**src/button_debounce_press_classifier_core_defines.svh**
```systemverilog
// assertion macros for the button debounce press classifier
`ifndef BUTTON_DEBOUNCE_PRESS_CLASSIFIER_CORE_DEFINES_SVH
`define BUTTON_DEBOUNCE_PRESS_CLASSIFIER_CORE_DEFINES_SVH

// checked on every rising edge outside reset
`define BDPC_ASSERT(label, prop, msg) \
  label: assert property (@(posedge clk) disable iff (rst) prop) else $error(msg);

// checked on every rising edge, reset included
`define BDPC_ASSERT_ALWAYS(label, prop, msg) \
  label: assert property (@(posedge clk) prop) else $error(msg);

`endif

```
**src/bdpc_pkg.sv**
```systemverilog
// package with types and constants of the button debounce press classifier
package bdpc_pkg;

  // reset values of the configuration registers
  localparam logic [3:0]  DEBOUNCE_SAMPLES_RESET = 4'd5;
  localparam logic [15:0] HOLD_TICKS_RESET       = 16'd400;

  // default width of the tick stamp arithmetic
  localparam int TICK_BITS_DEFAULT = 16;

  // saturation value of the held tick sum
  localparam logic [15:0] SUM_MAX = 16'hFFFF;

  // configuration register indexes
  localparam logic [0:0] CFG_DEBOUNCE_SAMPLES = 1'b0;
  localparam logic [0:0] CFG_HOLD_TICKS       = 1'b1;

  // press machine phases
  typedef enum logic [1:0] {
    PH_RELEASED = 2'd0,
    PH_PRESSED  = 2'd1,
    PH_HELD     = 2'd2
  } phase_t;

  // one result item
  typedef struct packed {
    logic   short_press_taken;
    logic   long_press_taken;
    logic   level_pressed;
    phase_t press_phase;
  } result_t;

endpackage

```
**src/button_debounce_press_classifier_core.sv**
```systemverilog
// top level of the button debounce press classifier
// One item is accepted per clock cycle while in_ready is high, and its result is registered
// in the result register, or in the skid register while the output stalls. The debouncer,
// the press machine and the flag takes are all combinational logic between the accepted
// inputs and those registers. A skid register behind the result register holds one more
// result, so the input side can accept one more item after the output stalls; in_ready drops
// only while that skid register is full. No clearing pass follows reset: the block accepts
// items on the first cycle after reset is released.
module button_debounce_press_classifier_core #(
  parameter int TICK_BITS = bdpc_pkg::TICK_BITS_DEFAULT
) (
  input  logic        clk,
  input  logic        rst,
  // configuration write port
  input  logic        cfg_we,
  input  logic [0:0]  cfg_index,
  input  logic [15:0] cfg_data,
  // input channel
  input  logic        in_valid,
  output logic        in_ready,
  input  logic        sample_en,
  input  logic        raw_level,
  input  logic        update_en,
  input  logic [15:0] now_ticks,
  input  logic        take_short,
  input  logic        take_long,
  // output channel
  output logic        out_valid,
  input  logic        out_ready,
  output logic        short_press_taken,
  output logic        long_press_taken,
  output logic        level_pressed,
  output logic [1:0]  press_phase
);
  import bdpc_pkg::*;

  `include "button_debounce_press_classifier_core_defines.svh"

  // width of the held sum addition with its carry
  localparam int SumW = ((TICK_BITS > 16) ? TICK_BITS : 16) + 1;

  // configuration registers
  logic [3:0]  debounce_samples;
  logic [15:0] hold_ticks;

  // block state
  logic                 last_raw;
  logic [3:0]           stable_count;
  logic                 debounced_level;
  phase_t               phase;
  logic [TICK_BITS-1:0] last_stamp;
  logic [15:0]          held_sum;
  logic                 short_pending;
  logic                 long_pending;

  logic                 last_raw_next;
  logic [3:0]           stable_count_next;
  logic                 debounced_level_next;
  phase_t               phase_next;
  logic [TICK_BITS-1:0] last_stamp_next;
  logic [15:0]          held_sum_next;
  logic                 short_pending_next;
  logic                 long_pending_next;
  result_t              res_next;

  // output registers
  logic    skid_valid;
  result_t result;
  result_t skid;

  logic                 accept;
  logic                 pop;
  logic [TICK_BITS-1:0] now_stamp;
  logic [TICK_BITS-1:0] elapsed;
  logic [SumW-1:0]      sum_wide;
  logic [15:0]          sum_sat;

  assign in_ready = !skid_valid;
  assign accept   = in_valid && in_ready;
  assign pop      = out_valid && out_ready;

  // elapsed ticks wrap at the stamp width, the sum saturates
  assign now_stamp = TICK_BITS'(now_ticks);
  assign elapsed   = now_stamp - last_stamp;
  assign sum_wide  = SumW'(held_sum) + SumW'(elapsed);
  assign sum_sat   = (sum_wide > SumW'(SUM_MAX)) ? SUM_MAX : sum_wide[15:0];

  // configuration writes
  always_ff @(posedge clk) begin
    if (rst) begin
      debounce_samples <= DEBOUNCE_SAMPLES_RESET;
      hold_ticks       <= HOLD_TICKS_RESET;
    end else if (cfg_we) begin
      unique case (cfg_index)
        CFG_DEBOUNCE_SAMPLES: debounce_samples <= cfg_data[3:0];
        CFG_HOLD_TICKS:       hold_ticks       <= cfg_data;
        default: ;
      endcase
    end
  end

  // debounce, then press machine, then flag takes
  always_comb begin
    last_raw_next        = last_raw;
    stable_count_next    = stable_count;
    debounced_level_next = debounced_level;
    phase_next           = phase;
    last_stamp_next      = last_stamp;
    held_sum_next        = held_sum;
    short_pending_next   = short_pending;
    long_pending_next    = long_pending;

    // counting debouncer
    if (sample_en) begin
      if (raw_level == last_raw) begin
        if (stable_count < debounce_samples) begin
          stable_count_next = stable_count + 4'd1;
        end
      end else begin
        stable_count_next = 4'd1;
        last_raw_next     = raw_level;
      end
      if (stable_count_next >= debounce_samples) begin
        debounced_level_next = !last_raw_next;
      end
    end

    // released, pressed, held machine
    if (update_en) begin
      if (debounced_level_next) begin
        unique case (phase)
          PH_RELEASED: begin
            phase_next      = PH_PRESSED;
            last_stamp_next = now_stamp;
            held_sum_next   = 16'd1;
          end
          PH_PRESSED: begin
            if (held_sum < hold_ticks) begin
              held_sum_next   = sum_sat;
              last_stamp_next = now_stamp;
            end else begin
              long_pending_next = 1'b1;
              phase_next        = PH_HELD;
            end
          end
          PH_HELD: ;
          default: ;
        endcase
      end else begin
        if (phase == PH_PRESSED) begin
          short_pending_next = 1'b1;
        end
        phase_next    = PH_RELEASED;
        held_sum_next = 16'd0;
      end
    end

    // flag takes see the flags after the machine update
    res_next.short_press_taken = take_short && short_pending_next;
    res_next.long_press_taken  = take_long && long_pending_next;
    if (take_short) begin
      short_pending_next = 1'b0;
    end
    if (take_long) begin
      long_pending_next = 1'b0;
    end
    res_next.level_pressed = debounced_level_next;
    res_next.press_phase   = phase_next;
  end

  // state update on each input transfer
  always_ff @(posedge clk) begin
    if (rst) begin
      last_raw        <= 1'b1;
      stable_count    <= 4'd0;
      debounced_level <= 1'b0;
      phase           <= PH_RELEASED;
      last_stamp      <= '0;
      held_sum        <= 16'd0;
      short_pending   <= 1'b0;
      long_pending    <= 1'b0;
    end else if (accept) begin
      last_raw        <= last_raw_next;
      stable_count    <= stable_count_next;
      debounced_level <= debounced_level_next;
      phase           <= phase_next;
      last_stamp      <= last_stamp_next;
      held_sum        <= held_sum_next;
      short_pending   <= short_pending_next;
      long_pending    <= long_pending_next;
    end
  end

  // result register and skid register control
  always_ff @(posedge clk) begin
    if (rst) begin
      out_valid  <= 1'b0;
      skid_valid <= 1'b0;
    end else if (skid_valid) begin
      if (pop) begin
        skid_valid <= 1'b0;
      end
    end else if (accept) begin
      if (out_valid && !pop) begin
        skid_valid <= 1'b1;
      end else begin
        out_valid <= 1'b1;
      end
    end else if (pop) begin
      out_valid <= 1'b0;
    end
  end

  // result payloads
  always_ff @(posedge clk) begin
    if (skid_valid) begin
      if (pop) begin
        result <= skid;
      end
    end else if (accept) begin
      if (out_valid && !pop) begin
        skid <= res_next;
      end else begin
        result <= res_next;
      end
    end
  end

  assign short_press_taken = result.short_press_taken;
  assign long_press_taken  = result.long_press_taken;
  assign level_pressed     = result.level_pressed;
  assign press_phase       = result.press_phase;

  // checks
  `BDPC_ASSERT(skid_implies_result, skid_valid |-> out_valid, "skid full with result empty")
  `BDPC_ASSERT(sum_zero_iff_released, (phase == PH_RELEASED) == (held_sum == 16'd0), "held sum out of step with phase")
  `BDPC_ASSERT(short_from_pressed, $rose(short_pending) |-> ($past(phase) == PH_PRESSED), "short press latched outside pressed")
  `BDPC_ASSERT_ALWAYS(reset_empties_output, rst |=> (!out_valid && !skid_valid), "output not empty after reset")

endmodule

```
**config.mk**
```make
export PLATFORM = sky130hd
export DESIGN_NAME = button_debounce_press_classifier_core
export DESIGN_NICKNAME = d
export VERILOG_FILES = /design/src/bdpc_pkg.sv /design/src/button_debounce_press_classifier_core.sv
export VERILOG_INCLUDE_DIRS = /design/src /design/src/src
export SDC_FILE = /design/constraint.sdc
export NUM_CORES = 1
export LEC_CHECK = 0
export BUFFER_PORTS_ARGS = -buffer_cell sky130_fd_sc_hd__buf_2
export CORE_ASPECT_RATIO = 1.75
export CORE_UTILIZATION = 65
export DETAILED_ROUTE_END_ITERATION = 6
export HOLD_SLACK_MARGIN = 0.05
export PLACE_DENSITY = 0.83
export SLEW_MARGIN = 10
export SYNTH_ARGS = -nofsm -noshare
export SYNTH_HDL_FRONTEND = slang
export SYNTH_SLANG_ARGS = --single-unit
export TNS_END_PERCENT = 10
```
**constraint.sdc**
```tcl
create_clock -name clk -period 8.8 [get_ports clk]
set_input_delay 0.88 -clock clk [delete_from_list [all_inputs] [get_ports clk]]
set_output_delay 0.88 -clock clk [all_outputs]
set_load 0.01 [all_outputs]
```
==> flow_summary.json <==
{
  "status": "complete, no violations",
  "fmax_ghz": 0.221,
  "firstDrtPassIters": 5,
  "r2r_start": "stable_count[1]",
  "grt_max_degree": 66,
  "synth_area_leaders": "dfxtp_1, ha_1, a21oi_1, edfxtp_1, o21ai_0",
  "period_share": 0.514,
  "regArea_um2": 1580,
  "die_y_um": 121,
  "hold_slack_ns": 0.455,
  "ys_warn_count": 0,
  "maxSlewViolCount": 0,
  "gp_congestion": 0.921,
  "numClockSinks": 74,
  "p_leak_nw": 2.48,
  "syn_to_final_growth_pct": 10.2,
  "power_density_nw_per_um2": 159,
  "ant_nets": 0,
  "critPathLaunchType": "input pin",
  "yosysTopAreaCell": "dfxtp_1",
  "cp.arrival_ns": 4.72,
  "worst_pin_slew_ns": 1.19,
  "crit_required_ns": 9.00,
  "ios": 50,
  "nNetsFinal": 776,
  "slew_headroom": 0.198,
  "cts_buffers": 9,
  "postCtsHoldBufs": 0,
  "min_path_type": "flop to flop",
  "cts_buffer_depth": 2,
  "fin_crit_ns": 4.52,
  "syn_nets": 738,
  "grt_use_total": 0.308,
  "max-cap-violations": 0,
  "first_iter_violations": 278,
  "cts-resized-gates": 0,
  "synth-async-reset-ratio": 0,
  "cts_setup_buffers": 0,
  "fin_skew_ns": 0.00555,
  "min_from": "hold_ticks[6]",
  "vias": 4667,
  "synth_cell_types": 69,
  "setup_viol": 0,
  "initial_core_util": 0.669,
  "ys.flop_type": "dfxtp_1",
  "worstSetupPathType": "input pin to flop",
  "synth-seq-cells": 74,
  "fill_cells": 646,
  "grt_overflow": 0,
  "grt_first_pass_wirelength_um": 20600,
  "dieArea_um2": 8520,
  "cts_tree": "yes",
  "multi_input_area_um2": 3380,
  "avgSynthCellArea_um2": 8.33,
  "coreArea_um2": 7910,
  "avgRoutedWirePerCell_um": 16.4,
  "clockRootBuffer": "clkbuf_16",
  "clk_pin_slew_ns": 0.06,
  "antennaDiodeCount": 0,
  "fp.dieW_um": 70.2,
  "cp_max_fo": 12,
  "io_buffers": 49,
  "drcViolationCount": 0,
  "hold_viol": 0,
  "rows": 43,
  "cp-startpoint": "now_ticks[0]",
  "clk_latency_ns": 0.33,
  "ys_seq_area_frac": 0.299,
  "syn_inst": 635,
  "avgViaCountPerCell": 6.08,
  "synth_common_cells": "a21oi_1, dfxtp_1, ha_1",
  "peakVddDrop_v": 0.000205,
  "rsz0062_at_grt": "no",
  "first_global_vias": 4643,
  "synth_edf_count": 10,
  "drive_gt1_frac": 0.127,
  "wl_um": 12600,
  "fin_util": 0.737,
  "synth_top_cell_area_share": 0.242,
  "htreeDepth": 3,
  "setup_tns_ns": 0,
  "netlist_area_um2": 5290,
  "antenna_found_initial": 0,
  "place_hpwl_um": 9480,
  "yosysMostFrequentCell": "a21oi_1",
  "end_kind": "flop"
}
==> cell families after synthesis <==
family | Yosys count | share of synthesized area
AOI/OAI and AO/OA | 199 | 0.235
DFF | 74 | 0.299
and+or+nand+nor | 184 | 0.182
adders and majority gates | 60 | 0.145
xor gates and xnor gates | 25 | 0.0414
buffers and inverters | 75 | 0.0620
muxes | 18 | 0.0357
==> power by group <==
group          leakage (nW)  switching [mW]  internal (mW)
sequential            0.620         0.00717          0.355
clock                 0.147           0.143          0.235
combinational          1.72           0.108         0.0759
total                  2.48           0.258          0.667
==> flip-flops by register name (all words and copies together) (netlist names), 2 cells and up <==
register / count
hold_ticks: 16
phase: 2
held_sum: 16
last_stamp: 16
stable_count: 4
skid: 5
press_phase: 2
debounce_samples: 4
==> critical path: stages <==
cell and delay, ns:
buf_2 0.09, inv_1 0.06, ha_1 0.17, inv_1 0.06, fa_1 0.41, a21o_1 0.21, a21oi_2 0.21, o21ai_2 0.08
a41o_1 0.26, or4_1 0.46, a2111o_1 0.39, o211ai_1 0.12, ha_1 0.31, a211o_1 0.29, o22a_1 0.30, o21ai_0 0.28
mux2i_1 0.12
==> per-layer routing <==
layer	routed length, um	up-vias	part of all wire	global-route usage
met3	315	40	0.025	0.0498
met1	4620	2172	0.37	0.290
met2	7030	105	0.56	0.606
li1	-	2350	-	-
met4	592	0	0.047	0.181
met5	0	-	0	0
==> per-stage QoR <==
stage / worst slack, ns / instance area [um^2] / power (mW) / std cells
after floorplan: 4.48 / 5290 / 0.505 / 635
after global placement: 4.18 / 5520 / 0.544 / 752
after global routing: 4.01 / 5830 / 0.965 / 767
after detailed placement: 3.94 / 5520 / 0.551 / 752
final: 4.28 / 5830 / 0.925 / 767
after CTS: 4.29 / 5830 / 0.928 / 767
==> area by class of cell <==
type,instances,area share
clock buffers,11,0.0436
clock inverters,4,0.00880
inverters,52,0.0335
multi-input cells,486,0.580
flip-flops and latches,74,0.271
well taps,90,0.0193
repair buffers,50,0.0434
==> path summary, 6_finish.rpt <==
kind	endpoint	slack, ns	cells past startpoint
setup / recovery	held_sum[12]	4.28	17
hold / removal	hold_ticks[6]	0.46	2
setup reg to reg	held_sum[10]	4.35	15
hold reg to reg	hold_ticks[6]	0.46	2
==> layout by cell type (no fill, tap or decap), types with 12 or more instances in the layout <==
| cell type | count |
|---|---|
| o21ai_0 | 52 |
| nand2b_1 | 21 |
| nand2_1 | 56 |
| or3b_1 | 12 |
| nor3_1 | 12 |
| a211oi_1 | 13 |
| mux2i_1 | 13 |
| buf_2 | 49 |
| nor2_1 | 32 |
| a21oi_1 | 68 |
| inv_1 | 50 |
| ha_1 | 58 |
| dfxtp_1 | 64 |
| xnor2_1 | 15 |
| a21o_1 | 15 |
No activity file was read; power rests on OpenSTA's default activity.
